### src/kpvf_divider.sv
`timescale 1ns / 1ps

// Restoring divider, one quotient bit per cycle
module kpvf_divider #(
    parameter int NW = 49,
    parameter int DW = 33
) (
    input  logic          i_clk,
    input  logic          i_rst_n,
    input  logic          i_start,
    input  logic [NW-1:0] i_num,
    input  logic [DW-1:0] i_den,
    output logic          o_done,
    output logic [NW-1:0] o_quo
);

    localparam int CW = $clog2(NW + 1);

    logic          r_busy;
    logic [CW-1:0] r_cnt;
    logic [NW-1:0] r_num;
    logic [NW-1:0] r_quo;
    logic [DW-1:0] r_rem;
    logic [DW-1:0] r_den;
    logic [DW:0]   w_trial;
    logic          w_ge;

    assign w_trial = {r_rem, r_num[NW-1]};
    assign w_ge    = (w_trial >= {1'b0, r_den});

    always_ff @(posedge i_clk) begin
        if (!i_rst_n) begin
            r_busy <= 1'b0;
            r_cnt  <= '0;
        end else if (i_start) begin
            r_busy <= 1'b1;
            r_cnt  <= CW'(NW);
            r_num  <= i_num;
            r_den  <= i_den;
            r_rem  <= '0;
            r_quo  <= '0;
        end else if (r_busy) begin
            if (r_cnt != '0) begin
                r_cnt <= r_cnt - 1'b1;
                r_num <= {r_num[NW-2:0], 1'b0};
                r_quo <= {r_quo[NW-2:0], w_ge};
                r_rem <= w_ge ? DW'(w_trial - {1'b0, r_den}) : w_trial[DW-1:0];
            end else begin
                r_busy <= 1'b0;
            end
        end
    end

    assign o_done = r_busy && (r_cnt == '0);
    assign o_quo  = r_quo;

endmodule

### config.mk
export PLATFORM = sky130hd
export DESIGN_NAME = kpvf_divider
export DESIGN_NICKNAME = d
export VERILOG_FILES = /design/src/kpvf_divider.sv
export SDC_FILE = /design/constraint.sdc
export NUM_CORES = 1
export LEC_CHECK = 0
export BUFFER_PORTS_ARGS = -buffer_cell sky130_fd_sc_hd__buf_2
export CELL_PAD_IN_SITES_DETAIL_PLACEMENT = 0
export CELL_PAD_IN_SITES_GLOBAL_PLACEMENT = 1
export CORE_UTILIZATION = 49
export DETAILED_ROUTE_END_ITERATION = 16
export PLACE_DENSITY = 0.87
export REMOVE_ABC_BUFFERS = 1
export SLEW_MARGIN = 20
export SYNTH_ARGS = -nofsm -noshare
export SYNTH_HDL_FRONTEND = slang
export SYNTH_SLANG_ARGS = --single-unit
### constraint.sdc
create_clock -name i_clk -period 27.4 [get_ports i_clk]
set_clock_uncertainty 0.1 [all_clocks]
set_input_delay 5.48 -clock i_clk [delete_from_list [all_inputs] [get_ports i_clk]]
set_output_delay 5.48 -clock i_clk [all_outputs]
set_load 0.05 [all_outputs]
* After elaboration in Yosys (flattened, before gate mapping)
Index checks and enable logic that the tools add are counted.
** Cells by class
- $add $sub $neg :: 2
- $lt $le $gt $ge :: 1
- Muxes and demuxes :: 14
- Bitwise logic cells :: 1
- Reductions and logical operators :: 10
** Operators by type and width (number)
- 49-bit 2-to-1 mux :: 5
- 33-bit 2-to-1 mux :: 3
- 34-bit by 33-bit greater-or-equal comparator with 1-bit output :: 1
- 33-bit subtractor :: 1
- 6-bit 2-to-1 mux :: 3
- 6-bit logical NOT :: 1
- 2-bit AND reduction :: 3
- 6-bit nonzero test :: 1
- 6-bit by 1-bit subtractor with 6-bit output (second input constant) :: 1
- 2-bit nonzero test :: 2
- 1-bit 2-to-1 mux :: 3
- 3-bit AND reduction :: 1
- 2-bit OR reduction :: 1
- 1-bit logical AND :: 1
- 1-bit inverter :: 1
** Word-level totals
- Bits in registers :: 171
- Input port bits :: 85
- Word-level logic and storage cells :: 35

* Depth between registers and ports, before layout
- Depth in word-level cells :: 4
- Depth in mapped cells :: 13
- Gate-level depth less buffers :: 12

* Worst setup path before layout
OpenSTA, ideal clock, no wires.
- Path type :: input -> register
- From :: input i_start
- To :: register r_quo[0] (netlist: o_quo[0]) (enable)
- Library setup time :: 0.823 ns
- Data arrival time :: 15.519 ns
- Required time :: 26.477 ns
- Slack :: 10.958 ns
- Cell stages on the path :: 4
- Buffers on the path :: 2
- Cells stage by stage :: clkbuf_1 > clkbuf_1 > inv_1 > a21boi_0
** Between the ends
- Cells in the longest elaborated chain, start to end :: 2
- Elaborated cells between the ends (all ways) :: 3
- Those cells by class :: reduce/logical: 3
** RTL lines
- start: declaration :: RTL line 10 : input logic i_start,
- 2-bit nonzero test (no line)
- 3-bit AND reduction (no line) *
- end signal: assignment :: RTL line 46 : r_quo <= {r_quo[NW-2:0], w_ge};
- end: declaration :: RTL line 22 : logic [NW-1:0] r_quo;
Every way passes the cells marked *; elsewhere a longest branch is shown, timed or not.
A chain may end at the register's enable or synchronous reset.

* Worst setup path after layout
- From :: input i_start
- To :: register r_rem[14] (enable)
** Between the ends
- Cells in the longest elaborated chain, start to end :: 2
- Elaborated cells between the ends (all ways) :: 3
- Those cells by class :: reduce/logical: 3
** RTL lines
- 2-bit nonzero test (no line)
- 3-bit AND reduction (no line) *
- end signal: assignment :: RTL line 47 : r_rem <= w_ge ? DW'(w_trial - {1'b0, r_den}) : w_trial[DW-1:0];
- end: declaration :: RTL line 23 : logic [DW-1:0] r_rem;
Marks and branches as above.

==> flow_summary.toml <==
[finish]
nets = 984
syn2layout_area_growth_pct = 16.90
fillCellCount = 1468
n_antenna_cell = 0
drive_gt1_share_pct = 27.25
fin_area_mm2 = 0.01032

[critical_path]
crit_chain = "buf_4, inv_1, a21boi_4, buf_4, buf_4"
critPathMostFrequentCell = "buf_4"
critPathMaxFanout = 81
crit_buf_inv = 4
critPathKind = "input pin to flop"
crit_path_start_kind = "input pin"
cp_slowest_cell = "buf_4"
crit_path_end_kind = "flop"
arrival_ns = 7.40
cp_data_required_time_ns = 27.35
max_stage_delay_ns = 0.88
cp_top_family = "buffers and inverters"

[route]
viasPerCell = 5.599
drc_errors = 0
vias = 6170
drt-initial-drc-count = 427
drtPass1Iterations = 5
routed_wl_um = 18860
wl_per_cell_um = 17.12
ant_nets = 0

[synth]
async_reset_ff_share_pct = 0
synth_cells = 739
syn_area_mm2 = 0.008825
ys_warn_count = 0
synth_edf_count = 164
synth-seq-cells = 171
syn_avg_cell_area_um2 = 11.94
dominantRegCellSynth = "edfxtp_1"
synthDistinctLibCells = 64
ys_seq_area_share_pct = 57.39

[floorplanning]
die_width_um = 136.2
core_mm2 = 0.01742
die_h_um = 136.2
rows = 48
initial_core_util_pct = 50.67
ios = 135
dieArea_mm2 = 0.01855

[sta]
setup_tns_ns = 0
setup_viol = 0
post-route-period-util_pct = 27.19
slew_headroom_pct = 35.09
tightest_slew_ns = 0.9737
rsz0062_at_grt = "false"
hold_slack_ns = 0.4483
maxSlewViolCount = 0
hold_viol_final = 0
fmax_mhz = 134.2
min_period_ns = 7.451

[clocking]
cts_buffers = 17
cts_tree = "yes"
cts_resized = 0
worst_skew_pair.late_latency_ns = 0.43
cts.clk_slew.worst_paths_ns = 0.07
cts_setup_buffers = 0
cts_sinks = 171
holdBufCountCts = 0
clockRootBuffer = "clkbuf_16"
htreeDepth = 4
clk_path_buf_depth = 2

[global_route]
antenna_found_initial = 0
globalRouteTotalUtil_pct = 21.15
gr-total-overflow = 0
grt_start_max_net_pins = 82
grt_pass1_wl_um = 30170
grt_pass1_vias = 5939

[job]
maxCapViolCount = 0

[pwr]
p_per_area_mw_per_mm2 = 69.87
p_leak_uw = 0.004055
finalPower_uw = 720.8
ir_drop_mv = 0.04526

[status]
status = "complete, no violations"

[place]
hpwl_um = 12720
dpl_cell_area_mm2 = 0.009706
gp_congestion = 0.8460
port_buffers = 134

[min_path]
holdCritPathClass = "flop to flop"
-- power by group --
| part | internal (uW) | switching, uW | leakage [uW] |
|---|---|---|---|
| Sequential | 312 | 8.56 | 0.00163 |
| Combinational | 58.3 | 94.1 | 0.00213 |
| Clock | 138 | 110 | 0.000293 |
-- path summary, 6_finish.rpt --
path	end	cells past startpoint	from	slack, ns
setup reg to reg	r_rem[29]$_SDFFCE_PP0P_	13	r_num[48]$_DFFE_PP_	23.51
setup / recovery	r_rem[14]$_SDFFCE_PP0P_	5	i_start	19.95
hold / removal	r_cnt[1]$_SDFFE_PP0P_	2	r_cnt[1]$_SDFFE_PP0P_	0.45
hold reg to reg	r_cnt[1]$_SDFFE_PP0P_	2	r_cnt[1]$_SDFFE_PP0P_	0.45
-- layer usage --
metal	vias to the layer above	GRT usage (%)	part of all wire [%]
li1	2997	-	-
met1	2983	28.88	46
met2	172	32.35	46
met3	18	5.854	6.8
met4	0	7.284	1.3
met5	-	0	0
-- cell usage after synthesis, drive strengths merged, types with 19 or more instances --
cell type / n / area share [%]
o21ai: 38 / 2.2
nor2b: 50 / 3.5
a21o: 19 / 1.6
nand3: 32 / 1.8
nand2: 29 / 1.3
clkbuf: 26 / 1.1
edfxtp: 164 / 56
a21oi: 53 / 3.1
mux2: 49 / 6.3
inv: 46 / 2.0
ha: 34 / 4.8
xnor2: 21 / 2.1
nor2: 32 / 1.4
-- worst reg2reg max path, delay by kind of cell, from the launching register on --
kind	cells	cell delay, ns
adder cells (fa/ha/maj)	2	0.42
AND/OR/NAND/NOR	4	1.05
AO/OA/AOI/OAI	4	1.26
buffers and inverters	3	0.49
flip-flops	1	0.39
-- cell usage in the layout, fill, tap and decap left out, types with 9 or more instances in the layout --
cell type	n
edfxtp_1	164
buf_2	133
a21oi_1	51
nor2b_1	50
mux2_2	49
inv_1	46
o21ai_0	35
ha_1	34
nand3_1	32
nor2_1	31
nand2_1	27
xnor2_1	21
a21o_1	19
clkbuf_16	17
nor3_1	16
a211oi_1	11
nand4_1	10
buf_4	9
-- sequential cells by signal, summed over array words and instances, names as in the netlist --
| name | count |
|---|---|
| o_quo | 49 |
| r_busy | 1 |
| r_cnt | 6 |
| r_den | 33 |
| r_num | 49 |
| r_rem | 33 |
-- stage by stage --
stage                     std cells  utilization, %  worst slack [ns]
after floorplan                 703               -             11.53
final                          1102           59.23             19.95
after detailed placement       1070           55.73             19.47
after global routing           1102           59.23             19.78
after CTS                      1102           59.22             19.94
after global placement         1070           55.73             19.51
-- cell families (layout without fill, tap and decap cells) --
kind of cell | after synthesis | in the layout | synth area share (%)
AOI/OAI and AO/OA | 168 | 168 | 12.46
xor gates and xnor gates | 28 | 28 | 2.779
adders and majority gates | 35 | 35 | 5.048
buffers and inverters | 82 | 220 | 3.601
DFF | 171 | 171 | 57.39
muxes | 49 | 49 | 6.253
and+or+nand+nor | 206 | 206 | 12.46
-- layout make-up --
type / count / area [um2] / share of cell area (%)
clock buffer: 17 / 425.4 / 4.124
sequential: 171 / 5065 / 49.10
inverter: 46 / 172.7 / 1.674
multi-input combinational: 486 / 3456 / 33.50
tap: 225 / 281.5 / 2.729
clock inverter: 15 / 182.7 / 1.771
timing repair buffer: 142 / 733.2 / 7.107
(Power assumes the default switching activity.)
